<file path="config.mk">
export PLATFORM = sky130hd
export DESIGN_NAME = pss_controller
export DESIGN_NICKNAME = d
export VERILOG_FILES = /design/src/pss_pkg.sv /design/src/pss_controller.sv
export SDC_FILE = /design/constraint.sdc
export NUM_CORES = 1
export LEC_CHECK = 0
export BUFFER_PORTS_ARGS = -buffer_cell sky130_fd_sc_hd__buf_2
export CORE_AREA = 2 2 39 41
export DETAILED_ROUTE_END_ITERATION = 6
export DIE_AREA = 0 0 41 43
export PLACE_DENSITY = 0.57
export SETUP_SLACK_MARGIN = 0.02
export SLEW_MARGIN = 30
export SYNTH_ARGS = -nofsm -noshare
export SYNTH_HDL_FRONTEND = slang
export SYNTH_SLANG_ARGS = --single-unit
</file>
<file path="constraint.sdc">
create_clock -name clock -period 1.6 [get_ports clock]
set_input_delay 0.16 -clock clock [delete_from_list [all_inputs] [get_ports clock]]
set_output_delay 0.16 -clock clock [all_outputs]
set_load 0.005 [all_outputs]
</file>
<file path="src/pss_pkg.sv">
// shared types, constants and state encoding for the pair sum search block
package pss_pkg;

   // fixed field widths
   localparam int PRICE_W   = 14;
   localparam int TARGET_W  = 15;
   localparam int POS_OUT_W = 11;

   // parameter defaults
   localparam int VALUE_RANGE_DEF = 16384;
   localparam int MAX_ITEMS_DEF   = 1024;

   // controller states
   typedef enum logic [2:0] {
      ST_INIT,
      ST_IDLE,
      ST_RDV,
      ST_RDT,
      ST_CHK,
      ST_RSP,
      ST_CLR,
      ST_TAIL
   } state_type;

   // commands from controller to datapath
   typedef struct packed {
      logic load;
      logic init_wr;
      logic idx_zero;
      logic idx_inc;
      logic cand_cap;
      logic res_clr;
      logic res_set;
      logic clr_rd;
      logic count_zero;
   } ctl_cmd_type;

   // status from datapath to controller
   typedef struct packed {
      logic init_last;
      logic idx_last;
      logic match;
   } dp_sts_type;

endpackage

</file>
<file path="src/pss_controller.sv">
// controller: sequences init sweep, load, scan, result and table wipe
module pss_controller import pss_pkg::*; (
   input  logic        clock,
   input  logic        reset,
   input  logic        start,
   input  logic        req_last,
   input  dp_sts_type  sts,
   output ctl_cmd_type cmd,
   output logic        busy,
   output logic        rsp_valid
);

   state_type state_ff, state_in;

   // next state
   always_comb begin
      state_in = state_ff;
      case (state_ff)
         ST_INIT: begin
            if (sts.init_last) state_in = ST_IDLE;
         end
         ST_IDLE: begin
            if (start && req_last) state_in = ST_RDV;
         end
         ST_RDV:  state_in = ST_RDT;
         ST_RDT:  state_in = ST_CHK;
         ST_CHK: begin
            if (sts.match || sts.idx_last) begin
               state_in = ST_RSP;
            end else begin
               state_in = ST_RDV;
            end
         end
         ST_RSP:  state_in = ST_CLR;
         ST_CLR: begin
            if (sts.idx_last) state_in = ST_TAIL;
         end
         ST_TAIL: state_in = ST_IDLE;
         default: state_in = ST_INIT;
      endcase
   end

   // outputs and datapath commands
   always_comb begin
      cmd       = '0;
      busy      = 1'b1;
      rsp_valid = 1'b0;
      case (state_ff)
         ST_INIT: begin
            cmd.init_wr = 1'b1;
         end
         ST_IDLE: begin
            busy         = 1'b0;
            cmd.load     = start;
            cmd.idx_zero = 1'b1;
            cmd.res_clr  = 1'b1;
         end
         ST_RDV: begin
         end
         ST_RDT: begin
            cmd.cand_cap = 1'b1;
         end
         ST_CHK: begin
            if (sts.match) begin
               cmd.res_set = 1'b1;
            end else if (!sts.idx_last) begin
               cmd.idx_inc = 1'b1;
            end
         end
         ST_RSP: begin
            rsp_valid    = 1'b1;
            cmd.idx_zero = 1'b1;
         end
         ST_CLR: begin
            cmd.clr_rd = 1'b1;
            if (!sts.idx_last) cmd.idx_inc = 1'b1;
         end
         ST_TAIL: begin
            cmd.count_zero = 1'b1;
         end
         default: begin
         end
      endcase
   end

   // state register
   always_ff @(posedge clock) begin
      if (reset) begin
         state_ff <= ST_INIT;
      end else begin
         state_ff <= state_in;
      end
   end

`ifndef SYNTHESIS
   // a result comes only straight out of a table check
   a_rsp_after_chk: assert property (@(posedge clock) disable iff (reset)
      (state_ff == ST_RSP) |-> ($past(state_ff) == ST_CHK))
      else $error("result without table check");

   // the table wipe follows every result
   a_wipe_after_rsp: assert property (@(posedge clock) disable iff (reset)
      rsp_valid |=> (busy && cmd.clr_rd))
      else $error("no wipe after result");
`endif

endmodule

</file>
==> run summary <==
Post-Synth Adder-Cell Area -> 0%
Max_cap viols -> 0
Total gr overflow -> 0
Post-Place Setup Slack -> 330 ps
Peak VDD IR -> 327 uV
Top_reg_cell synth -> dfxtp_1
First-pass GRT wire length -> 903 um
Least-Margin Pin Slew -> 382 ps
Die W -> 41 um
Status -> completed
CP max stage delay -> 540 ps
GP Congestion -> 0.729
# rows -> 14
Final-report hold violation count -> 0
Arr. time, crit path -> 1300 ps
Avg Cell Area, Syn -> 7.18 um2
Register bit total from synthesis -> 3
Critical path, cell by cell -> and2b_1 > and2_1 > buf_2
Hold Path Origin -> reset
Root Driver -> clkbuf_4
Most frequent cells in the layout -> buf_2 (17), nor2_1 (6), nor2b_1 (4)
CP Buf/Inv Count -> 1
Core area -> 0.00138 mm2
Initial antenna violation count -> 0
Top layer in use -> met3
LEAKAGE -> 0.207 nW
Clock H-tree levels -> 1
Layout cells sized above 1 -> 42.1%
Worst hold path type -> input pin to register
TNS Setup -> 0 ps
R2R Path End -> state_ff[0]
First DRT Iteration DRCs -> 5
P per Cell Area -> 713 mW/mm2
CP required -> 1440 ps
Drc violations -> 0
Dpl hpwl -> 486 um
Later-pin clock latency in the skew report -> 230 ps
Fill cells -> 152
Compound-cell area share of the yosys netlist -> 16.5%
Min-Delay Endpoint -> state_ff[0]
Met2 WL -> 281 um
Worst reg2reg startpoint -> state_ff[2]
Gate Count Post-Synth -> 38
Die area -> 0.00176 mm2
Normalized max-slew margin -> 74.5%
Via Count -> 317
Post-Synth Simple-Gate Area -> 52.3%
Area Growth Syn to Fin -> 43.6%
CTS sink count -> 3
Setup slack, reg-to-reg -> 450 ps
Most common cell after layout, fill and taps aside -> buf_2
Cell taking the most area after synthesis -> dfxtp_1
Quantity of I/O buffers inserted on ports -> 17
Post-CTS Setup Bufs -> 0
Worst Reg2Reg Path Length in Cells -> 4
Mux contribution to synthesized area -> 0%
DR WL/cell -> 8.75 um
Synth Net Count -> 45
Final Skew -> 0.587 ps
Clk buf depth -> 2
Unrepaired setup endpoints after global routing -> false
Period utilisation layout -> 91.5%
Min setup slack post-route -> 136 ps
CP endpoint kind -> output pin
Synth cell types -> 21
Ys Warns -> 0
CP Launch Type -> register
Nets -> 65
Post-synth EDFFs -> 0
Sequential-to-total area share from yosys stat -> 22.0%
XOR/XNOR share of the synthesized area -> 0%
Final min period -> 1460 ps
Die H -> 43 um
Mapped Area -> 273 um2
WL met1 -> 305 um
Post-Route WL -> 639 um
Slowest cell on crit path -> dfxtp_1
Combinational family with the most area after synthesis -> simple AND/OR/NAND/NOR gates
Largest net degree at the start of global routing -> 15
CP Class -> register to output pin
Largest regs -> state_ff x3
Max FFs per register -> 3
Gr usage total -> 7.42%
Vias in the first global route -> 241
Antenna Nets Post-Route -> 0
Drt first pass iters -> 3
Final-report max-slew violation count -> 0
Asr flop ratio synth -> 0%
Biggest register -> state_ff
Worst-path maximum fanout -> 14
Post-synth top area share -> 22.0%
CP delay by family, top -> flip-flops
CTS Buf Count -> 3
Max Fclk -> 683 MHz
CTS tree -> built
Worst-path clk slew -> 40 ps
Hold Path Depth -> 2
Setup Viol. Count Final -> 0
DR WL met3 -> 52 um
N_diodes -> 0
Hold buffers post-CTS -> 0
Area contributors post-synth -> dfxtp_1 (22%), nor2b_1 (9.2%), nor2_1 (8.3%), and3b_1 (6.4%), and2b_1 (5.5%)
Vias/cell -> 4.34
Starting Density -> 19.7%
# IOs -> 18
cell usage after synthesis (all sizes together), types with 2 or more instances:
cell type	instances
a21oi	2
and2	2
and2b	2
and3b	2
buf	3
dfxtp	3
nand2	2
nor2	6
nor2b	4
nor3	2
o21ai	2
power by group:
part | leakage [nW] | internal, mW | switching (mW) | total (mW)
combinational | 0.167 | 0.0318 | 0.0274 | 0.0592
clock | 0.0150 | 0.0935 | 0.0390 | 0.132
sequential | 0.0248 | 0.0797 | 0.00777 | 0.0875
cell families after synthesis:
family,Yosys count
AO/OA/AOI/OAI,7
buffers and inverters,4
flip-flops,3
AND/OR/NAND/NOR,24
worst max-delay path by stage:
stage | from | to | slack [ps] | depth (start not counted)
final | state_ff[2] | cmd[8] | 140 | 3
after global routing | state_ff[2] | cmd[8] | 50 | 3
after detailed placement | state_ff[0] | cmd[8] | 330 | 4
after floorplan | state_ff[0] | state_ff[2] | 520 | 4
after CTS | state_ff[0] | cmd[8] | 80 | 4
after global placement | state_ff[0] | cmd[8] | 360 | 4
layout make-up:
type | instances | area, um2 | share of cell area [%]
clock buffers | 4 | 26.3 | 6.71
inverters | 1 | 3.75 | 0.958
multi-input cells | 31 | 188 | 47.9
flip-flops and latches | 3 | 61.3 | 15.7
well taps | 16 | 20.0 | 5.11
repair buffers | 18 | 92.6 | 23.6
metrics by stage:
stage | cell area, um2 | util (%) | hold WS [ps] | total power [mW] | instances
2_1_floorplan | 273 | - | 229 | 0.125 | 38
3_3_place_gp | 364 | 26.3 | 356 | 0.148 | 69
3_5_place_dp | 364 | 26.3 | 357 | 0.148 | 69
4_1_cts | 390 | 28.2 | 111 | 0.287 | 73
5_1_grt | 392 | 28.3 | 125 | 0.298 | 73
6_report | 392 | 28.3 | 115 | 0.279 | 73
routing by layer:
layer  track usage, %  vias up
met1             10.3      136
met4             6.00        0
met5                0        -
met2             10.3       13
li1                 -      168
met3                0        0
what timing repair did:
action,4_1_cts,5_1_grt
setup endpoints to repair,0,1
endpoints found under the hold margin,0,0
resized for setup,0,1
worst reg2reg max path, delay by kind of cell (launching register included):
family             cells  cell delay, ps
AOI/OAI and AO/OA      2             270
DFF                    1             540
and+or+nand+nor        2             220
Note: power is estimated with default switching activity, not from simulation.
